File: src/rtl/core/first_fit_record_allocator_assert.svh
// Assertion macros of the first-fit record allocator, used by ffra_ctrl.
// They expect signals named clk and rst_n in the module that uses them.
`ifndef FIRST_FIT_RECORD_ALLOCATOR_ASSERT_SVH
`define FIRST_FIT_RECORD_ALLOCATOR_ASSERT_SVH

// A condition that must hold at every clock edge outside reset.
`define FFRA_ASSERT_ALWAYS(lbl, cond) \
  lbl: assert property (@(posedge clk) disable iff (!rst_n) (cond)) \
    else $error("allocator check failed");

// A consequence that must hold in the same cycle as its cause.
`define FFRA_ASSERT_IMPLY(lbl, ante, cons) \
  lbl: assert property (@(posedge clk) disable iff (!rst_n) (ante) |-> (cons)) \
    else $error("allocator check failed");

`endif

File: src/rtl/core/ffra_pkg.sv
// Shared types and constants of the first-fit record allocator.
// Used by the channel interfaces, the table cells and the control unit.
package ffra_pkg;

  localparam int unsigned TABLE_ENTRIES = 64;
  localparam int unsigned DATA_WORDS    = 65536;

  localparam int unsigned IDX_W   = $clog2(TABLE_ENTRIES);
  localparam int unsigned CNT_W   = IDX_W + 1;
  localparam int unsigned OFF_W   = $clog2(DATA_WORDS) + 1;
  localparam int unsigned SUM_W   = OFF_W + 1;
  localparam int unsigned REQ_W   = 13;
  localparam int unsigned NUM_W   = 7;
  localparam int unsigned ROFF_W  = 16;
  localparam int unsigned STS_W   = 2;

  localparam logic [CNT_W-1:0] CNT_MAX  = CNT_W'(TABLE_ENTRIES);
  localparam logic [SUM_W-1:0] SUM_MAX  = SUM_W'(DATA_WORDS);
  localparam logic [OFF_W-1:0] TAIL_MAX = OFF_W'(DATA_WORDS);

  localparam logic [1:0] OP_ALLOC = 2'd0;
  localparam logic [1:0] OP_DEL   = 2'd1;
  localparam logic [1:0] OP_BAD   = 2'd2;

  localparam logic [STS_W-1:0] STS_OK      = 2'd0;
  localparam logic [STS_W-1:0] STS_FULL    = 2'd1;
  localparam logic [STS_W-1:0] STS_BAD_IDX = 2'd2;
  localparam logic [STS_W-1:0] STS_NOSPACE = 2'd3;

  typedef struct packed {
    logic             vld;
    logic [1:0]       op;
    logic [REQ_W-1:0] req;
    logic [CNT_W-1:0] tgt;
    logic [CNT_W-1:0] idx;
    logic             app_ok;
    logic             hit;
    logic             reuse;
    logic             last;
    logic [OFF_W-1:0] off;
    logic [CNT_W-1:0] slot;
  } wave_t;

endpackage

File: src/rtl/core/ffra_cell.sv
// One table entry of the allocator: holds offset, size and deleted mark.
// Applies the passing request wave to its entry and hands it on. Uses ffra_pkg.
module ffra_cell (
  input  logic                      clk,
  input  logic                      rst_n,
  input  logic [ffra_pkg::CNT_W-1:0] cnt_i,
  input  ffra_pkg::wave_t           wave_i,
  output ffra_pkg::wave_t           wave_o
);
  import ffra_pkg::*;

  logic [OFF_W-1:0] off_r, off_nxt;
  logic [REQ_W-1:0] size_r, size_nxt;
  logic             del_r, del_nxt;
  wave_t            wave_r, wave_nxt;
  logic [CNT_W-1:0] idx_inc;
  logic             live;

  assign idx_inc = wave_i.idx + CNT_W'(1);
  assign live    = wave_i.idx < cnt_i;

  always_comb begin
    wave_nxt     = wave_i;
    wave_nxt.idx = idx_inc;
    off_nxt      = off_r;
    size_nxt     = size_r;
    del_nxt      = del_r;
    if (wave_i.vld) begin
      case (wave_i.op)
        OP_ALLOC: begin
          if (!wave_i.hit) begin
            if (live && del_r && (wave_i.req <= size_r)) begin
              size_nxt       = wave_i.req;
              del_nxt        = 1'b0;
              wave_nxt.hit   = 1'b1;
              wave_nxt.reuse = 1'b1;
              wave_nxt.last  = (idx_inc == cnt_i);
              wave_nxt.off   = off_r;
              wave_nxt.slot  = idx_inc;
            end else if ((wave_i.idx == cnt_i) && wave_i.app_ok) begin
              off_nxt        = wave_i.off;
              size_nxt       = wave_i.req;
              del_nxt        = 1'b0;
              wave_nxt.hit   = 1'b1;
              wave_nxt.reuse = 1'b0;
              wave_nxt.last  = 1'b0;
              wave_nxt.slot  = idx_inc;
            end
          end
        end
        OP_DEL: begin
          if (wave_i.idx == wave_i.tgt) begin
            del_nxt = 1'b1;
          end
        end
        default: begin
        end
      endcase
    end
  end

  always_ff @(posedge clk) begin
    off_r  <= off_nxt;
    size_r <= size_nxt;
    del_r  <= del_nxt;
    if (!rst_n) begin
      wave_r.vld <= 1'b0;
    end else begin
      wave_r <= wave_nxt;
    end
  end

  assign wave_o = wave_r;

endmodule

File: config.mk
export PLATFORM = sky130hd
export DESIGN_NAME = ffra_cell
export DESIGN_NICKNAME = d
export VERILOG_FILES = /design/src/rtl/core/first_fit_record_allocator_assert.svh /design/src/rtl/core/ffra_pkg.sv /design/src/rtl/core/ffra_cell.sv
export SDC_FILE = /design/constraint.sdc
export NUM_CORES = 1
export LEC_CHECK = 0
export ABC_CLOCK_PERIOD_IN_PS = 3100
export BUFFER_PORTS_ARGS = -buffer_cell sky130_fd_sc_hd__buf_2
export CAP_MARGIN = 10
export CORE_AREA = 2 2 106 87
export DETAILED_ROUTE_END_ITERATION = 12
export DIE_AREA = 0 0 108 89
export PLACE_DENSITY_LB_ADDON = 0.12
export SYNTH_ARGS = -nofsm -noshare
export SYNTH_HDL_FRONTEND = slang
export SYNTH_SLANG_ARGS = --single-unit
File: constraint.sdc
create_clock -name clk -period 3.1 [get_ports clk]
set_clock_uncertainty 0.1 [all_clocks]
set_input_delay 0.155 -clock clk [delete_from_list [all_inputs] [get_ports clk]]
set_output_delay 0.155 -clock clk [all_outputs]
set_load 0.03 [all_outputs]
Word-level counts from Yosys, hierarchy flattened:

Index checks and enable logic that the tools add are counted.

* shift-type cells: 0
* equality and inequality tests: 7
* multiplexer cells: 15
* div/mod/pow operators: 0
* magnitude comparators: 2
* multipliers: 0
* bitwise logic cells: 2
* reduce and logical (&&, ||, !) cells: 9
* add/sub/neg operators: 1

Operators with widths (count)
* $mux 27: 3
* $mux 13: 2
* $eq 7x7->1: 3
* $mux 17: 1
* $mux 7: 2
* $le 13x13->1: 1
* $reduce_and 5->1: 2
* $add 7x1->7 const B: 1
* $lt 7x7->1: 1
* $mux 3: 2
* $mux 1: 4
* $ne 2x2->1 const B: 2
* $reduce_and 4->1: 1
* $reduce_bool 2->1: 2
* $logic_and 1x1->1: 3
* $ne 3x3->1 const B: 1
* $eq 2x1->1 const B: 1
* $logic_not 2->1: 1
* $not 1->1: 2
* $pmux 1 s2: 1

* bits in registers: 89
* RAM bits: 0
* memory bits (read-only): 0
* latch bits: 0
* input port bits: 67
* memories kept: 0
* logic and storage cells: 50

Longest topological paths before layout:

* word-level depth: 7
* mapped depth: 9
* depth with buffers taken out: 8

Worst setup path before layout:

No wires, ideal clock.

* path type: reg-to-reg
* from: reg size_r[4]
* to: reg off_r[0] (enable)
* cell stages (with the launch flop): 8
* slack: 0.166 ns
* setup time: 0.393 ns
* data arrival time: 2.442 ns
* cell sequence: edfxtp_1 -> inv_1 -> ha_1 -> nand3_1 -> o21bai_1 -> a311o_2 -> a31oi_4 -> nor2b_1

* word-level cells in the longest chain between the ends: 4

RTL lines
* start: declaration: RTL line ffra_cell.sv:13 `logic [REQ_W-1:0] size_r, size_nxt;`
* start signal: assignment: RTL line ffra_cell.sv:64 `size_r <= size_nxt;`
* $le 13x13->1: RTL line ffra_cell.sv:32 `if (live && del_r && (wave_i.req <= size_r)) begin`
* $logic_and 1x1->1: RTL line ffra_cell.sv:32
* $not 1->1 (no source line)
* $reduce_and 5->1 (no source line)
* end signal: assignment: RTL line ffra_cell.sv:63 `off_r <= off_nxt;`
* end: declaration: RTL line ffra_cell.sv:12 `logic [OFF_W-1:0] off_r, off_nxt;`

No other way between the ends.
A chain may end at the register's enable or synchronous reset.

==> impl_metrics.csv <==
group,metric,value,unit
yosys,netlist_area,0.00383,mm²
timing,fin_ws,0.206,ns
yosys,syn_avg_cell_area,16.7,µm²
timing,hold_ws,0.0233,ns
timing,timing.fmax,346,MHz
yosys,synth_compound_area_frac,0.0395,
layout,antennaDiodeCount,0,
cts,cts_buffer_depth,2,
timing,rsz0062_at_grt,"no",
yosys,syn_nets,317,
worst_setup_path,cp.required,3.11,ns
cts,cts_resized,0,
cts,clockRootBuffer,"clkbuf_8",
job,drv_cap,0,
worst_setup_path,path_delay_family,"simple AND/OR/NAND/NOR gates",
worst_setup_path,slowest_delay,0.58,ns
worst_setup_path,cp-start-kind,"input port",
timing,slew_headroom,0.723,
global_routing,grt_pass1_vias,2511,
floorplan,ioPinCount,125,
route,vias_per_cell,4.70,
global_routing,grt_max_degree,25,
yosys,synth_top_area_share,0.690,
placed_design,dpl.cell_count,470,
placed_design,dp_hpwl,5710,µm
cts,clock-sinks,89,
worst_setup_path,cp.arrival,2.91,ns
yosys,synth_area_leaders,"edfxtp_1 (69%), mux2_2 (7.1%), ha_1 (6.9%)",
layout,layout_commonest_cell,"buf_2",
cts,cts_hold_buf,49,
placed_design,gp_congestion,0.722,
yosys,synth_cells,229,
floorplan,num_rows,30,
cts,cts_buffers,9,
worst_setup_path,crit_chain,"dlygate4sd3_1, buf_2, ha_1, nand4_1, or4_4, nor4_4, a31oi_4, nor2_8, mux2_2",
timing,hold_viol,0,
layout,areaGrowthSynthToFinish,38.4,%
yosys,ys.flop_type,"edfxtp_1",
cts,clk_pin_slew,0.09,ns
route,drtIter0Drc,71,
power,leakage,2.20,nW
power,pwr_density_cell,477,mW/mm²
timing,timing.setup.tns,0,ns
layout,drive_above_1_share,0.430,
yosys,synth_mux_area_frac,0.0706,
layout,fin_cells,535,
cts,clock_latency,0.36,ns
timing,period_needed,2.89,ns
route,route.detailed.drc,0,
timing,setup_viol,0,
global_routing,grt_pass1_wl,12300,µm
yosys,synthAdderAreaFrac,0.0686,
timing,period_share,0.934,
route,drt-total-wl,8030,µm
yosys,synth-edff-count,88,
global_routing,grt.total_usage,0.173,
cts,htree_levels,3,
timing,drv_slew,0,
power,power,2.53,mW
floorplan,fp.dieW,108,µm
worst_setup_path,critPathKind,"in2reg",
yosys,synth_top_area_cell,"edfxtp_1",
worst_setup_path,endpoint_kind,"flip-flop",
cts,cts_tree,"built",
placed_design,io_buffers,124,
timing,tightest_slew,0.412,ns
route,drt_pass1_iterations,4,
global_routing,antenna_found_initial,0,
layout,nets,506,
floorplan,start_util,0.453,
yosys,ys_types,35,
route,vias,2515,
yosys,async_flop_share,0,
yosys,synth_top_family_by_area,"multiplexers",
floorplan,dieHeight,89,µm
route,routedWlPerCell,15.0,µm
yosys,yosysWarnings,0,
worst_hold_path,hp-class,"in2reg",
global_routing,grt_overflow,0,
yosys,synth-simple-area-share,0.0604,
yosys,synth-seq-area-share,0.695,
power,vdd_drop_max,0.284,mV
worst_setup_path,slowest_stage,"or4_4",
yosys,ys_ff_latch,89,
run_status,status,"finished clean",
worst_setup_path,critPathBufInv,2,
worst_setup_path,cp_max_fo,19,
cts,cts_setup_buffers,0,
floorplan,die-area,0.00961,mm²
placed_design,pre_cts_ws,0.306,ns
layout,mostFrequentLayoutCells,"buf_2 (124), edfxtp_1 (88), dlygate4sd3_1 (49)",
yosys,synth_xor_area_frac,0.0412,
floorplan,design.core.area,0.00845,mm²
route,ant_nets,0,
==> final cells by class <==
class,instances,area (µm²)
Timing Repair Buffer,179,1160
Inverter,22,82.6
Clock inverter,7,60.1
Clock buffer,9,124
Tap cell,112,140
Fill cell,686,3140
Multi-Input combinational cell,117,1080
Sequential cell,89,2660
==> cells by family (layout without fill, tap and decap cells) <==
family          after synthesis  after routing
flops                        89             89
simple gates                 34             34
mux                          24             24
buf+inv                      23            217
fa+ha+maj                    21             21
compound gates               20             20
xor+xnor                     18             18
==> where the power goes <==
part	internal (mW)	leakage [nW]	switching, mW	total [mW]
sequential	1.38	0.845	0.0124	1.40
combinational	0.156	1.27	0.229	0.385
clock	0.307	0.0901	0.443	0.750
==> through the flow <==
| step | instance area (µm²) | utilization |
|---|---|---|
| finish | 5300 | 0.628 |
| global route | 5300 | 0.628 |
| CTS | 5300 | 0.628 |
| detailed placement | 4630 | 0.548 |
| global placement | 4630 | 0.548 |
| floorplan | 3830 | - |
==> sequential cells by signal, summed over array words and instances (netlist names) <==
name    flops
del_r       1
off_r      17
size_r     13
wave_o     58
==> synthesized netlist by cell type (all sizes together), types with 2 or more instances <==
library cell	count
nand2b	2
edfxtp	88
xor2	9
nand2	3
o21ai	3
or2	3
nor2	2
a211oi	2
xnor2	9
a21oi	9
nor2b	3
mux2	24
nor4	4
inv	22
nand3	6
ha	21
or4	2
nand4	4
==> path summary, 6_finish.rpt <==
path	start	end	slack (ns)	cells past startpoint
worst max register to register	size_r[12]$_DFFE_PP_	wave_o[16]$_DFFE_PP_	0.32	8
worst min register to register	off_r[1]$_DFFE_PP_	wave_o[8]$_DFFE_PP_	0.45	1
worst min-delay path	wave_i[6]	wave_o[6]$_DFFE_PP_	0.02	2
worst max-delay path	wave_i[53]	wave_o[16]$_DFFE_PP_	0.21	9
==> layer usage <==
metal	routed length, µm	part of all wire	GRT usage
met5	0	0	0
met2	3760	0.47	0.278
met1	3610	0.45	0.221
met3	568	0.071	0.0612
met4	92	0.011	0.0559
==> worst reg2reg max path: stages (launching register included) <==
cell	delay (ns)
edfxtp_1	0.33
inv_1	0.04
ha_1	0.30
nand4_1	0.15
or4_4	0.58
nor4_4	0.19
a31oi_4	0.11
nor2_8	0.34
mux2_2	0.39
(Power assumes the default switching activity.)
