## src/rtl/core/first_fit_record_allocator_assert.svh

```systemverilog
// Assertion macros of the first-fit record allocator, used by ffra_ctrl.
// They expect signals named clk and rst_n in the module that uses them.
`ifndef FIRST_FIT_RECORD_ALLOCATOR_ASSERT_SVH
`define FIRST_FIT_RECORD_ALLOCATOR_ASSERT_SVH

// A condition that must hold at every clock edge outside reset.
`define FFRA_ASSERT_ALWAYS(lbl, cond) \
  lbl: assert property (@(posedge clk) disable iff (!rst_n) (cond)) \
    else $error("allocator check failed");

// A consequence that must hold in the same cycle as its cause.
`define FFRA_ASSERT_IMPLY(lbl, ante, cons) \
  lbl: assert property (@(posedge clk) disable iff (!rst_n) (ante) |-> (cons)) \
    else $error("allocator check failed");

`endif

```

## src/rtl/core/ffra_pkg.sv

```systemverilog
// Shared types and constants of the first-fit record allocator.
// Used by the channel interfaces, the table cells and the control unit.
package ffra_pkg;

  localparam int unsigned TABLE_ENTRIES = 64;
  localparam int unsigned DATA_WORDS    = 65536;

  localparam int unsigned IDX_W   = $clog2(TABLE_ENTRIES);
  localparam int unsigned CNT_W   = IDX_W + 1;
  localparam int unsigned OFF_W   = $clog2(DATA_WORDS) + 1;
  localparam int unsigned SUM_W   = OFF_W + 1;
  localparam int unsigned REQ_W   = 13;
  localparam int unsigned NUM_W   = 7;
  localparam int unsigned ROFF_W  = 16;
  localparam int unsigned STS_W   = 2;

  localparam logic [CNT_W-1:0] CNT_MAX  = CNT_W'(TABLE_ENTRIES);
  localparam logic [SUM_W-1:0] SUM_MAX  = SUM_W'(DATA_WORDS);
  localparam logic [OFF_W-1:0] TAIL_MAX = OFF_W'(DATA_WORDS);

  localparam logic [1:0] OP_ALLOC = 2'd0;
  localparam logic [1:0] OP_DEL   = 2'd1;
  localparam logic [1:0] OP_BAD   = 2'd2;

  localparam logic [STS_W-1:0] STS_OK      = 2'd0;
  localparam logic [STS_W-1:0] STS_FULL    = 2'd1;
  localparam logic [STS_W-1:0] STS_BAD_IDX = 2'd2;
  localparam logic [STS_W-1:0] STS_NOSPACE = 2'd3;

  typedef struct packed {
    logic             vld;
    logic [1:0]       op;
    logic [REQ_W-1:0] req;
    logic [CNT_W-1:0] tgt;
    logic [CNT_W-1:0] idx;
    logic             app_ok;
    logic             hit;
    logic             reuse;
    logic             last;
    logic [OFF_W-1:0] off;
    logic [CNT_W-1:0] slot;
  } wave_t;

endpackage

```

## src/rtl/core/ffra_if.sv

```systemverilog
// Valid/ready channel interfaces of the first-fit record allocator.
// Depends on ffra_pkg for the field widths.
interface ffra_in_if;
  import ffra_pkg::*;

  logic             valid;
  logic             ready;
  logic             mode;
  logic [REQ_W-1:0] request_size;
  logic [NUM_W-1:0] entry_number;

  modport source (output valid, mode, request_size, entry_number, input ready);
  modport sink (input valid, mode, request_size, entry_number, output ready);
endinterface

interface ffra_out_if;
  import ffra_pkg::*;

  logic              valid;
  logic              ready;
  logic [ROFF_W-1:0] region_offset;
  logic [NUM_W-1:0]  slot_number;
  logic              reused;
  logic [STS_W-1:0]  status;

  modport source (output valid, region_offset, slot_number, reused, status, input ready);
  modport sink (input valid, region_offset, slot_number, reused, status, output ready);
endinterface

```

## src/rtl/core/ffra_ctrl.sv

```systemverilog
// Control unit of the allocator: accepts words, launches request waves into
// the cell row, turns the returning wave into a result word. Uses ffra_pkg.
module ffra_ctrl (
  input  logic                       clk,
  input  logic                       rst_n,
  ffra_in_if.sink                    in_chan,
  ffra_out_if.source                 out_chan,
  output logic [ffra_pkg::CNT_W-1:0] cnt_o,
  output ffra_pkg::wave_t            launch_o,
  input  ffra_pkg::wave_t            ret_i
);
  import ffra_pkg::*;

  localparam logic [1:0] S_IDLE = 2'd0;
  localparam logic [1:0] S_BUSY = 2'd1;
  localparam logic [1:0] S_SEND = 2'd2;

  logic [1:0]        state_r, state_nxt;
  logic [CNT_W-1:0]  cnt_r, cnt_nxt;
  logic [OFF_W-1:0]  tail_r, tail_nxt;
  wave_t             launch_r, launch_nxt;
  logic [ROFF_W-1:0] roff_r, roff_nxt;
  logic [NUM_W-1:0]  slot_r, slot_nxt;
  logic              reused_r, reused_nxt;
  logic [STS_W-1:0]  sts_r, sts_nxt;
  logic              accept;
  logic [SUM_W-1:0]  need;
  logic [CNT_W-1:0]  num;

  assign accept = in_chan.valid && in_chan.ready;
  assign need   = SUM_W'(tail_r) + SUM_W'(in_chan.request_size);
  assign num    = CNT_W'(in_chan.entry_number);

  always_comb begin
    launch_nxt        = launch_r;
    launch_nxt.vld    = 1'b0;
    state_nxt         = state_r;
    cnt_nxt           = cnt_r;
    tail_nxt          = tail_r;
    roff_nxt          = roff_r;
    slot_nxt          = slot_r;
    reused_nxt        = reused_r;
    sts_nxt           = sts_r;
    case (state_r)
      S_IDLE: begin
        if (accept) begin
          launch_nxt.vld    = 1'b1;
          launch_nxt.req    = in_chan.request_size;
          launch_nxt.tgt    = num - CNT_W'(1);
          launch_nxt.idx    = '0;
          launch_nxt.app_ok = (cnt_r < CNT_MAX) && (need <= SUM_MAX);
          launch_nxt.hit    = 1'b0;
          launch_nxt.reuse  = 1'b0;
          launch_nxt.last   = 1'b0;
          launch_nxt.off    = tail_r;
          launch_nxt.slot   = '0;
          if (!in_chan.mode) begin
            launch_nxt.op = OP_ALLOC;
          end else if ((num == '0) || (num > cnt_r)) begin
            launch_nxt.op = OP_BAD;
          end else begin
            launch_nxt.op = OP_DEL;
          end
          state_nxt = S_BUSY;
        end
      end
      S_BUSY: begin
        if (ret_i.vld) begin
          roff_nxt   = '0;
          slot_nxt   = '0;
          reused_nxt = 1'b0;
          sts_nxt    = STS_OK;
          case (ret_i.op)
            OP_DEL: begin
              slot_nxt = NUM_W'(ret_i.tgt + CNT_W'(1));
            end
            OP_ALLOC: begin
              if (ret_i.hit) begin
                roff_nxt   = ret_i.off[ROFF_W-1:0];
                slot_nxt   = NUM_W'(ret_i.slot);
                reused_nxt = ret_i.reuse;
                if (!ret_i.reuse) begin
                  cnt_nxt = cnt_r + CNT_W'(1);
                end
                if (!ret_i.reuse || ret_i.last) begin
                  tail_nxt = OFF_W'(SUM_W'(ret_i.off) + SUM_W'(ret_i.req));
                end
              end else if (cnt_r >= CNT_MAX) begin
                sts_nxt = STS_FULL;
              end else begin
                sts_nxt = STS_NOSPACE;
              end
            end
            default: begin
              sts_nxt = STS_BAD_IDX;
            end
          endcase
          state_nxt = S_SEND;
        end
      end
      S_SEND: begin
        if (out_chan.ready) begin
          state_nxt = S_IDLE;
        end
      end
      default: begin
        state_nxt = S_IDLE;
      end
    endcase
  end

  always_ff @(posedge clk) begin
    roff_r   <= roff_nxt;
    slot_r   <= slot_nxt;
    reused_r <= reused_nxt;
    sts_r    <= sts_nxt;
    if (!rst_n) begin
      state_r      <= S_IDLE;
      cnt_r        <= '0;
      tail_r       <= '0;
      launch_r.vld <= 1'b0;
    end else begin
      state_r  <= state_nxt;
      cnt_r    <= cnt_nxt;
      tail_r   <= tail_nxt;
      launch_r <= launch_nxt;
    end
  end

  assign in_chan.ready          = (state_r == S_IDLE);
  assign out_chan.valid         = (state_r == S_SEND);
  assign out_chan.region_offset = roff_r;
  assign out_chan.slot_number   = slot_r;
  assign out_chan.reused        = reused_r;
  assign out_chan.status        = sts_r;
  assign cnt_o                  = cnt_r;
  assign launch_o               = launch_r;

`include "first_fit_record_allocator_assert.svh"

  // A wave only comes back while its item is in flight.
  `FFRA_ASSERT_IMPLY(a_ret_busy, ret_i.vld, state_r == S_BUSY)
  // The table and the word space never overflow.
  `FFRA_ASSERT_ALWAYS(a_bounds, (cnt_r <= CNT_MAX) && (tail_r <= TAIL_MAX))
  // Entries are only ever added one at a time, and only when a result is formed.
  `FFRA_ASSERT_IMPLY(a_cnt_step, cnt_r != $past(cnt_r),
    (cnt_r == $past(cnt_r) + CNT_W'(1)) && (state_r == S_SEND))

endmodule
```

## src/flat_wrapper.sv

```systemverilog
// flat-port wrapper written by rule: the top's interface ports become plain ports
module ffra_ctrl_flat import ffra_pkg::*;
  (clk, rst_n, cnt_o, launch_o, ret_i, in_chan_valid, in_chan_mode, in_chan_request_size, in_chan_entry_number, in_chan_ready, out_chan_valid, out_chan_region_offset, out_chan_slot_number, out_chan_reused, out_chan_status, out_chan_ready);
  ffra_in_if in_chan_i ();
  ffra_out_if out_chan_i ();
  input  logic clk;
  input  logic rst_n;
  output logic [ffra_pkg::CNT_W-1:0] cnt_o;
  output ffra_pkg::wave_t launch_o;
  input  ffra_pkg::wave_t ret_i;
  input wire logic [$bits(in_chan_i.valid)-1:0] in_chan_valid;
  input wire logic [$bits(in_chan_i.mode)-1:0] in_chan_mode;
  input wire logic [$bits(in_chan_i.request_size)-1:0] in_chan_request_size;
  input wire logic [$bits(in_chan_i.entry_number)-1:0] in_chan_entry_number;
  output wire logic [$bits(in_chan_i.ready)-1:0] in_chan_ready;
  output wire logic [$bits(out_chan_i.valid)-1:0] out_chan_valid;
  output wire logic [$bits(out_chan_i.region_offset)-1:0] out_chan_region_offset;
  output wire logic [$bits(out_chan_i.slot_number)-1:0] out_chan_slot_number;
  output wire logic [$bits(out_chan_i.reused)-1:0] out_chan_reused;
  output wire logic [$bits(out_chan_i.status)-1:0] out_chan_status;
  input wire logic [$bits(out_chan_i.ready)-1:0] out_chan_ready;
  assign in_chan_i.valid = in_chan_valid;
  assign in_chan_i.mode = in_chan_mode;
  assign in_chan_i.request_size = in_chan_request_size;
  assign in_chan_i.entry_number = in_chan_entry_number;
  assign in_chan_ready = in_chan_i.ready;
  assign out_chan_valid = out_chan_i.valid;
  assign out_chan_region_offset = out_chan_i.region_offset;
  assign out_chan_slot_number = out_chan_i.slot_number;
  assign out_chan_reused = out_chan_i.reused;
  assign out_chan_status = out_chan_i.status;
  assign out_chan_i.ready = out_chan_ready;
  ffra_ctrl u_core (.clk(clk), .rst_n(rst_n), .in_chan(in_chan_i), .out_chan(out_chan_i), .cnt_o(cnt_o), .launch_o(launch_o), .ret_i(ret_i));
endmodule
```

## config.mk

```make
export PLATFORM = sky130hd
export DESIGN_NAME = ffra_ctrl_flat
export DESIGN_NICKNAME = d
export VERILOG_FILES = /design/src/rtl/core/ffra_pkg.sv /design/src/rtl/core/ffra_if.sv /design/src/rtl/core/ffra_ctrl.sv /design/src/flat_wrapper.sv
export VERILOG_INCLUDE_DIRS = /design/src /design/src/rtl/core
export SDC_FILE = /design/constraint.sdc
export NUM_CORES = 1
export LEC_CHECK = 0
export ABC_AREA = 1
export ABC_CLOCK_PERIOD_IN_PS = 2800
export BUFFER_PORTS_ARGS = -buffer_cell sky130_fd_sc_hd__buf_2
export CAP_MARGIN = 15
export CORE_UTILIZATION = 47
export DETAILED_ROUTE_END_ITERATION = 8
export PLACE_DENSITY = 0.76
export SLEW_MARGIN = 5
export SYNTH_ARGS = -nofsm -noshare
export SYNTH_HDL_FRONTEND = slang
export SYNTH_SLANG_ARGS = --single-unit
```

## constraint.sdc

```tcl
create_clock -name clk -period 2.8 [get_ports clk]
set_clock_uncertainty 0.2 [all_clocks]
set_input_delay 0 -clock clk [delete_from_list [all_inputs] [get_ports clk]]
set_output_delay 0 -clock clk [all_outputs]
set_load 0.02 [all_outputs]
```

After elaboration in Yosys (flattened, before gate mapping)
Cells that the tools add are included.
Widths: inputs -> output; s select.
{ "totals": {"regBits": 93, "out_inout_bits": 93} }
{ "op_classes": {"n_eq_ne": 6, "n_reduce_logical": 15, "add_sub_neg": 5, "n_bitwise": 1, "order_cmp": 4, "muxes": 12} }
{ "op_table": {"columns": ["operator", "count"], "rows": [
  ["$mux 58", 1],
  ["$add 17x13->18", 1],
  ["$le 18x17->1 const B", 1],
  ["$add 17x13->17", 1],
  ["$add 7x1->7 const B", 2],
  ["$mux 2", 7],
  ["$pmux 7 s2", 1],
  ["$reduce_and 5->1", 2],
  ["$ge 7x7->1 const B", 1],
  ["$gt 7x7->1", 1],
  ["$logic_not 7->1", 1],
  ["$lt 7x7->1 const B", 1],
  ["$mux 7", 1],
  ["$sub 7x1->7 const B", 1],
  ["$pmux 2 s3", 1],
  ["$reduce_and 2->1", 3],
  ["$reduce_and 3->1", 2],
  ["$eq 2x1->1 const B", 2],
  ["$logic_not 2->1", 2],
  ["$ne 2x2->1 const B", 2],
  ["$pmux 2 s2", 1],
  ["$eq 2x2->1 const B", 1],
  ["$logic_and 1x1->1", 2],
  ["$logic_or 1x1->1", 2],
  ["3 further kinds", 3]
]} }

Longest topological paths before layout
Gate-level depths: netlist (run 1).
{ "depth": {"depth_word": 5, "mapped_depth": 15} }

Least setup slack after synthesis (run 1)
OpenSTA, ideal clock, no wires.
{ "synth_timing": {"kind": "flip-flop to flip-flop", "start": "reg u_core.state_r[1]", "end": "reg u_core.launch_r, in the netlist u_core.launch_o[10], enable pin", "path_slack_ns": -0.342, "path_buffers": 0, "path_stages_with_launch": 4, "setup_ns": 0.437, "arrival_ns": 2.505, "cell_sequence": "dfxtp_1 nor2_1 nand2_1 nor2_1"} }
{ "synth_via": {"elab_chain_cells": 3} }
{ "synth_lines": {"columns": ["item", "line_no", "source"], "rows": [
  ["start: declaration", "ffra_ctrl.sv:18", "logic [1:0] state_r, state_nxt;"],
  ["start signal: assignment", "ffra_ctrl.sv:123", "state_r <= state_nxt;"],
  ["$logic_not 2->1 (*)", "ffra_ctrl.sv:130", "assign in_chan.ready = (state_r == S_IDLE);"],
  ["via in_chan_ready", "flat_wrapper.sv:15", "output wire logic [$bits(in_chan_i.ready)-1:0] in_chan_ready;"],
  ["$logic_and 1x1->1", "ffra_ctrl.sv:30", "assign accept = in_chan.valid && in_chan.ready;"],
  ["$reduce_and 3->1 (no source line) (*)", null, null],
  ["end signal: assignment", "ffra_ctrl.sv:126", "launch_r <= launch_nxt;"],
  ["end: declaration", "ffra_ctrl.sv:21", "wave_t launch_r, launch_nxt;"]
]} }
Mark *: on every way through the listed nets, which the timed path passes. The rest lies on a longest branch.
A chain may end at the register's enable or synchronous reset.

Worst setup path in the final report (run 1)
{ "layout_timing": {"start": "in in_chan_entry_number[0]", "end": "reg u_core.launch_r, in the netlist u_core.launch_o[41], data pin"} }
{ "layout_via": {"elab_chain_cells": 1} }
{ "layout_lines": {"columns": ["item", "line_no", "source"], "rows": [
  ["start: declaration", "flat_wrapper.sv:14", "input wire logic [$bits(in_chan_i.entry_number)-1:0] in_chan_entry_number;"],
  ["$sub 7x1->7", "ffra_ctrl.sv:49", "launch_nxt.tgt = num - CNT_W'(1);"]
]} }
Every way passes these cells.

==> qor.yml, run 1 <==
crit_slowest_cell: "dlygate4sd3_1"
place.gp.congestion: 0.851
yosys_most_used_dff: "edfxtp_1"
p_int_w: 0.00239
hpwl_mm: 9.62
synth_edf_count: 66
synthMuxAreaShare_pct: 0
rrSetupSlack_ns: 0.27
grt-ovfl-total: 0
cpPeakStageDelay_ns: 0.60
track_usage_pct: 24.0
drtIter0Drc: 196
viasPerCell: 4.86
crit_path_end_kind: "register"
clock-root-buffer: "clkbuf_16"
yosysUniqueCellTypes: 44
cp.required_ns: 2.69
die_w_microns: 110
setup_tns_ns: 0
setup_viol: 0
leakagePower_nw: 3.81
cts_sinks: 93
maxSlewViolCount: 0
power.density_nw_per_um2: 432
start_util_pct: 48.1
post-route-util_pct: 66.3
rr_startpoint: "u_core.tail_r[0]"
hp-start: "ret_i[47]"
diodes: 0
startpoint_type: "primary input"
h-tree-depth: 3
rsz0062_at_grt: "no"
pwr-share-seq_pct: 47.0
area_growth_pct: 37.7
fmax_mhz: 377
startpoint: "in_chan_entry_number[0]"
timing.final.ws_setup_ns: 0.149
p_switching_w: 0.000872
critPathMaxFanout: 4
drcViolationCount: 0
pwr-share-comb_pct: 18.4
path_cells: "dlygate4sd3_1 > buf_2 > inv_1 > ha_1 > nand2_1 > o31ai_1 > dlygate4sd3_1 > nand2_1 > dlygate4sd3_1"
dr.pass1.iters: 4
clockPowerShare_pct: 34.6
wl_mm: 13.7
synthAdderAreaFrac_pct: 8.92
instances_no_fill: 1065
switching_share_pct: 26.7
path_clk_slew_ns: 0.07
synthSimpleGateAreaFrac_pct: 23.7
yosys_warnings: 0
numCtsBuffers: 9
cts_tree: "built"
core_area_sq_um: 11400
ant_nets: 0
synth_top_family_by_area: "simple AND/OR/NAND/NOR gates"
synth_xor_area_share_pct: 2.07
hold_viol: 0
power_w: 0.00327
max-slew-margin-rel_pct: 66.2
grt_pass1_wl_mm: 22.3
crit_family: "buffers and inverters"
ys_seq_area_share_pct: 45.9
row_count: 39
crit_path_frequent_cell: "dlygate4sd3_1"
grt_pass1_vias: 4879
path_buf_inv: 5
timing_worst_setup_path_type: "in2reg"
ys_ff_latch: 93
drive_gt1_share_pct: 21.1
cts_setup_buffers: 0
mostFrequentLayoutCells: "buf_2 (150), nand2_1 (148), inv_1 (104)"
fin_crit_sh_pct: 94.7
grt_max_degree: 41
dieArea_sq_um: 12100
numPortBuffers: 150
ir_worst_vdd_uv: 324
arrival_ns: 2.54
synth_compound_area_share_pct: 8.99
syn_area_sq_um: 5500
avgSynthCellArea_sq_um: 8.25
num-nets-final: 1038
vias: 5176
clk_latency_ns: 0.34
synthArstFlopShare_pct: 0
die_h_microns: 110
wire_per_inst_microns: 12.9
boundaryPins: 176
drv_cap: 0
worstMarginPinSlew_ns: 0.507
final_common_cell: "buf_2"
cts_buffer_depth: 2
min_path_type: "in2reg"
syn_inst: 666
period_minus_slack_ns: 2.65
status: "complete, no violations"
antenna_found_initial: 0
dp_slack_ns: 0.283
dp_cells: 956
## metal layers
| layer | vias up | global-route usage, % | part of all wire (%) |
|---|---|---|---|
| met3 | 20 | 5.76 | 5.3 |
| li1 | 2667 | - | - |
| met4 | 0 | 8.08 | 1.8 |
| met1 | 2333 | 29.0 | 44 |
| met2 | 156 | 42.0 | 49 |
| met5 | - | 0 | 0 |
## worst min-delay path, delay by kind of cell
family | cells | cell delay (ns)
adder cells (fa/ha/maj) | 1 | 0.20
XOR/XNOR | 1 | 0.14
buffers and inverters | 2 | 0.12
AO/OA/AOI/OAI | 1 | 0.07
## power groups by stage
stage	sequential [W]	combinational [W]	clock [W]
2_1_floorplan	0.00162	0.000293	0
3_3_place_gp	0.00156	0.000491	0
3_5_place_dp	0.00156	0.000498	0
4_1_cts	0.00153	0.000592	0.00116
5_1_grt	0.00154	0.000668	0.00122
6_report	0.00153	0.000601	0.00113
## cells by family (layout without fill, tap and decap cells)
logic type                 count (synthesis)  after routing
xor gates and xnor gates                  13             13
AOI/OAI and AO/OA                         90             90
other                                      1             17
buffers and inverters                    132            372
and+or+nand+nor                          299            299
DFF                                       93             93
adders and majority gates                 38             38
## synthesized netlist by cell type, types with 4 or more instances
master	number	area, sq um
a21oi_1	41	205
a31oi_1	4	25.0
buf_4	18	135
dfxtp_1	27	541
edfxtp_1	66	1980
ha_1	36	450
inv_1	104	390
inv_2	5	18.8
nand2_1	148	556
nand2_2	4	25.0
nand3_1	43	215
nand4_1	4	25.0
nor2_1	75	282
nor2_2	5	31.3
nor3_1	6	30.0
o21ai_0	29	145
xnor2_1	7	61.3
xor2_1	6	52.6
## registers in the layout, indices dropped and copies added (netlist names)
register,flops
u_core.state_r,2
u_core.tail_r,17
u_core.cnt_o,7
u_core.launch_o,41
u_core.out_chan.reused,1
u_core.out_chan.slot_number,7
u_core.out_chan.region_offset,16
u_core.out_chan.status,2
## worst paths after layout
| kind | end | cells after the start |
|---|---|---|
| setup / recovery | u_core.launch_o[41] | 9 |
| hold / removal | u_core.tail_r[5] | 5 |
| setup reg to reg | u_core.launch_o[27] | 12 |
| hold reg to reg | u_core.launch_o[7] | 0 |
## timing repair
action | in CTS | in global routing
hold endpoints to repair | 74 | 0
setup endpoints to repair | 0 | 2
hold buffers | 93 | 0
resized for setup | 0 | 2
## stage by stage
stage,hold slack (ns),cell area (sq um)
detailed placement,-0.000419,6360
CTS,0.00699,7560
finish,0.0133,7570
global route,0.0382,7570
global placement,-0.00173,6360
floorplan,-0.101,5560
## cell type report
| type | instances | area, sq um |
|---|---|---|
| fill | 941 | 3850 |
| inverter | 110 | 415 |
| multi-input combinational | 457 | 2480 |
| timing repair buffer | 246 | 1700 |
| sequential | 93 | 2520 |
| clock buffer | 11 | 243 |
| tap | 143 | 179 |
| clock inverter | 5 | 26.3 |
No activity file was read; power rests on OpenSTA's default activity.
==> inputs of run 2 (changes only) <==
- CORE_MARGIN: not set -> 2
==> qor.yml, run 2 (same netlist as run 1, synthesis figures left out) <==
status: "complete, no violations"
area_growth_pct: 38.1
boundaryPins: 176  # unchanged
numCtsBuffers: 9  # unchanged
grt-ovfl-total: 0  # unchanged
vias: 5152  # -0.46%
h-tree-depth: 3  # unchanged
antenna_found_initial: 0  # unchanged
clock-root-buffer: "clkbuf_16"
diodes: 0  # unchanged
wire_per_inst_microns: 12.8  # -0.55%
ir_worst_vdd_uv: 309  # -4.4%
instances_no_fill: 1064  # -0.094%
placed_area_sq_um: 6360  # unchanged
power.density_nw_per_um2: 445  # +3.2%
cts_buffer_depth: 2  # unchanged
rsz0062_at_grt: "no"
maxSlewViolCount: 0  # unchanged
fin_area_sq_um: 7590  # +0.25%
cts_tree: "built"
min_path_type: "in2reg"
final_common_cell: "buf_2"
fin_crit_sh_pct: 91.9  # -2.8 points
cp.required_ns: 2.82  # +0.13 ns
leakagePower_nw: 3.81  # about the same
max-slew-margin-rel_pct: 65.7  # -0.47 points
timing.final.ws_setup_ns: 0.228  # +0.0796 ns
critPathMaxFanout: 3  # -1
grt_pass1_vias: 4967  # +1.8%
mostFrequentLayoutCells: "buf_2 (150), nand2_1 (148), inv_1 (104)"
dp_cells: 956  # unchanged
ant_nets: 0  # unchanged
dr.pass1.iters: 4  # unchanged
core_area_sq_um: 11400  # unchanged
hold_viol: 0  # unchanged
hpwl_mm: 9.66  # +0.48%
place.gp.congestion: 0.891  # +4.7%
fillerInstances: 936  # -0.53%
start_util_pct: 48.1  # unchanged
setup_viol: 0  # unchanged
viasPerCell: 4.84  # -0.37%
setup_tns_ns: 0  # unchanged
track_usage_pct: 21.8  # -2.2 points
arrival_ns: 2.59  # +0.05 ns
dieArea_sq_um: 12600  # +3.7%
clk_latency_ns: 0.34  # about the same
drcViolationCount: 0  # unchanged
dp_slack_ns: 0.342  # +0.0588 ns
row_count: 39  # unchanged
worstMarginPinSlew_ns: 0.514  # +0.00711 ns
die_w_microns: 112  # +1.8%
die_h_microns: 112  # +1.8%
path_clk_slew_ns: 0.07  # about the same
period_minus_slack_ns: 2.57  # -0.0796 ns
timing_worst_setup_path_type: "in2reg"
cts_sinks: 93  # unchanged
holdWs_ns: 0.0182  # +0.00485 ns
startpoint_type: "primary input"
drtIter0Drc: 228  # +16%
crit_path_end_kind: "register"
grt_pass1_wl_mm: 22.4  # +0.65%
drv_cap: 0  # unchanged
wl_mm: 13.7  # -0.65%
numPortBuffers: 150  # unchanged
grt_max_degree: 41  # unchanged
fmax_mhz: 389  # +3.1%
num-nets-final: 1037  # -0.096%
largest_reg_flops: 41  # unchanged
drive_gt1_share_pct: 21.3  # +0.13 points
run 2: cell types whose count changed in the layout (fill, tap and decap cells not counted), sizes merged:
| cell | delta |
|---|---|
| dlygate4sd3 | -1 |
| clkbuf | -2 |
| bufinv | +1 |
| inv | +2 |
| clkinv | -1 |
run 2: worst max-delay path, stage by stage:
cell and delay (ns):
dlygate4sd3_1 0.54, buf_2 0.12, ha_1 0.17, inv_1 0.07, fa_2 0.35, nand3b_1 0.21, a21oi_2 0.16, nor2_2 0.07
inv_1 0.07, nand4_1 0.11, nand3_1 0.09, dlygate4sd3_1 0.55, a31oi_1 0.08
run 2: cell type report:
type	count	area, sq um	area share [%]
sequential	93	2520	33.2
tap	143	179	2.36
clock inverter	7	72.6	0.956
timing repair buffer	245	1690	22.3
clock buffer	9	225	2.97
inverter	110	415	5.47
multi-input combinational	457	2480	32.7
run 2: path summary, 6_finish.rpt:
path / from / end / slack, ns / cells past startpoint
min reg2reg: u_core.tail_r[0] / u_core.launch_o[7] / 0.27 / 0
min: ret_i[48] / u_core.tail_r[6] / 0.02 / 5
max: ret_i[7] / u_core.tail_r[14] / 0.23 / 13
max reg2reg: u_core.tail_r[0] / u_core.launch_o[27] / 0.29 / 12
run 2: timing repair:
action | CTS | global route
buffers inserted | 0 | 0
hold buffers | 92 | 0
endpoints found under the hold margin | 76 | 0
resized for setup | 0 | 2
setup endpoints to repair | 0 | 1
run 2: where the power goes:
| part | switching [W] | total, W | internal (W) |
|---|---|---|---|
| Clock | 0.000544 | 0.00124 | 0.000696 |
| Sequential | 0.0000136 | 0.00153 | 0.00152 |
| Combinational | 0.000346 | 0.000604 | 0.000258 |
| Total | 0.000904 | 0.00338 | 0.00247 |
run 2: through the flow:
stage / util [%] / power [W]
2_1_floorplan: - / 0.00191
3_3_place_gp: 55.7 / 0.00205
3_5_place_dp: 55.7 / 0.00206
4_1_cts: 66.4 / 0.00339
5_1_grt: 66.5 / 0.00353
6_report: 66.5 / 0.00338
run 2: layer usage:
| metal | share of wire, % | up-vias | global-route usage [%] | routed length (microns) |
|---|---|---|---|---|
| li1 | - | 2652 | - | - |
| met1 | 44 | 2293 | 27.5 | 5960 |
| met2 | 48 | 182 | 37.4 | 6550 |
| met3 | 6.0 | 25 | 4.00 | 814 |
| met4 | 2.5 | 0 | 8.37 | 336 |
| met5 | 0 | - | 0 | 0 |
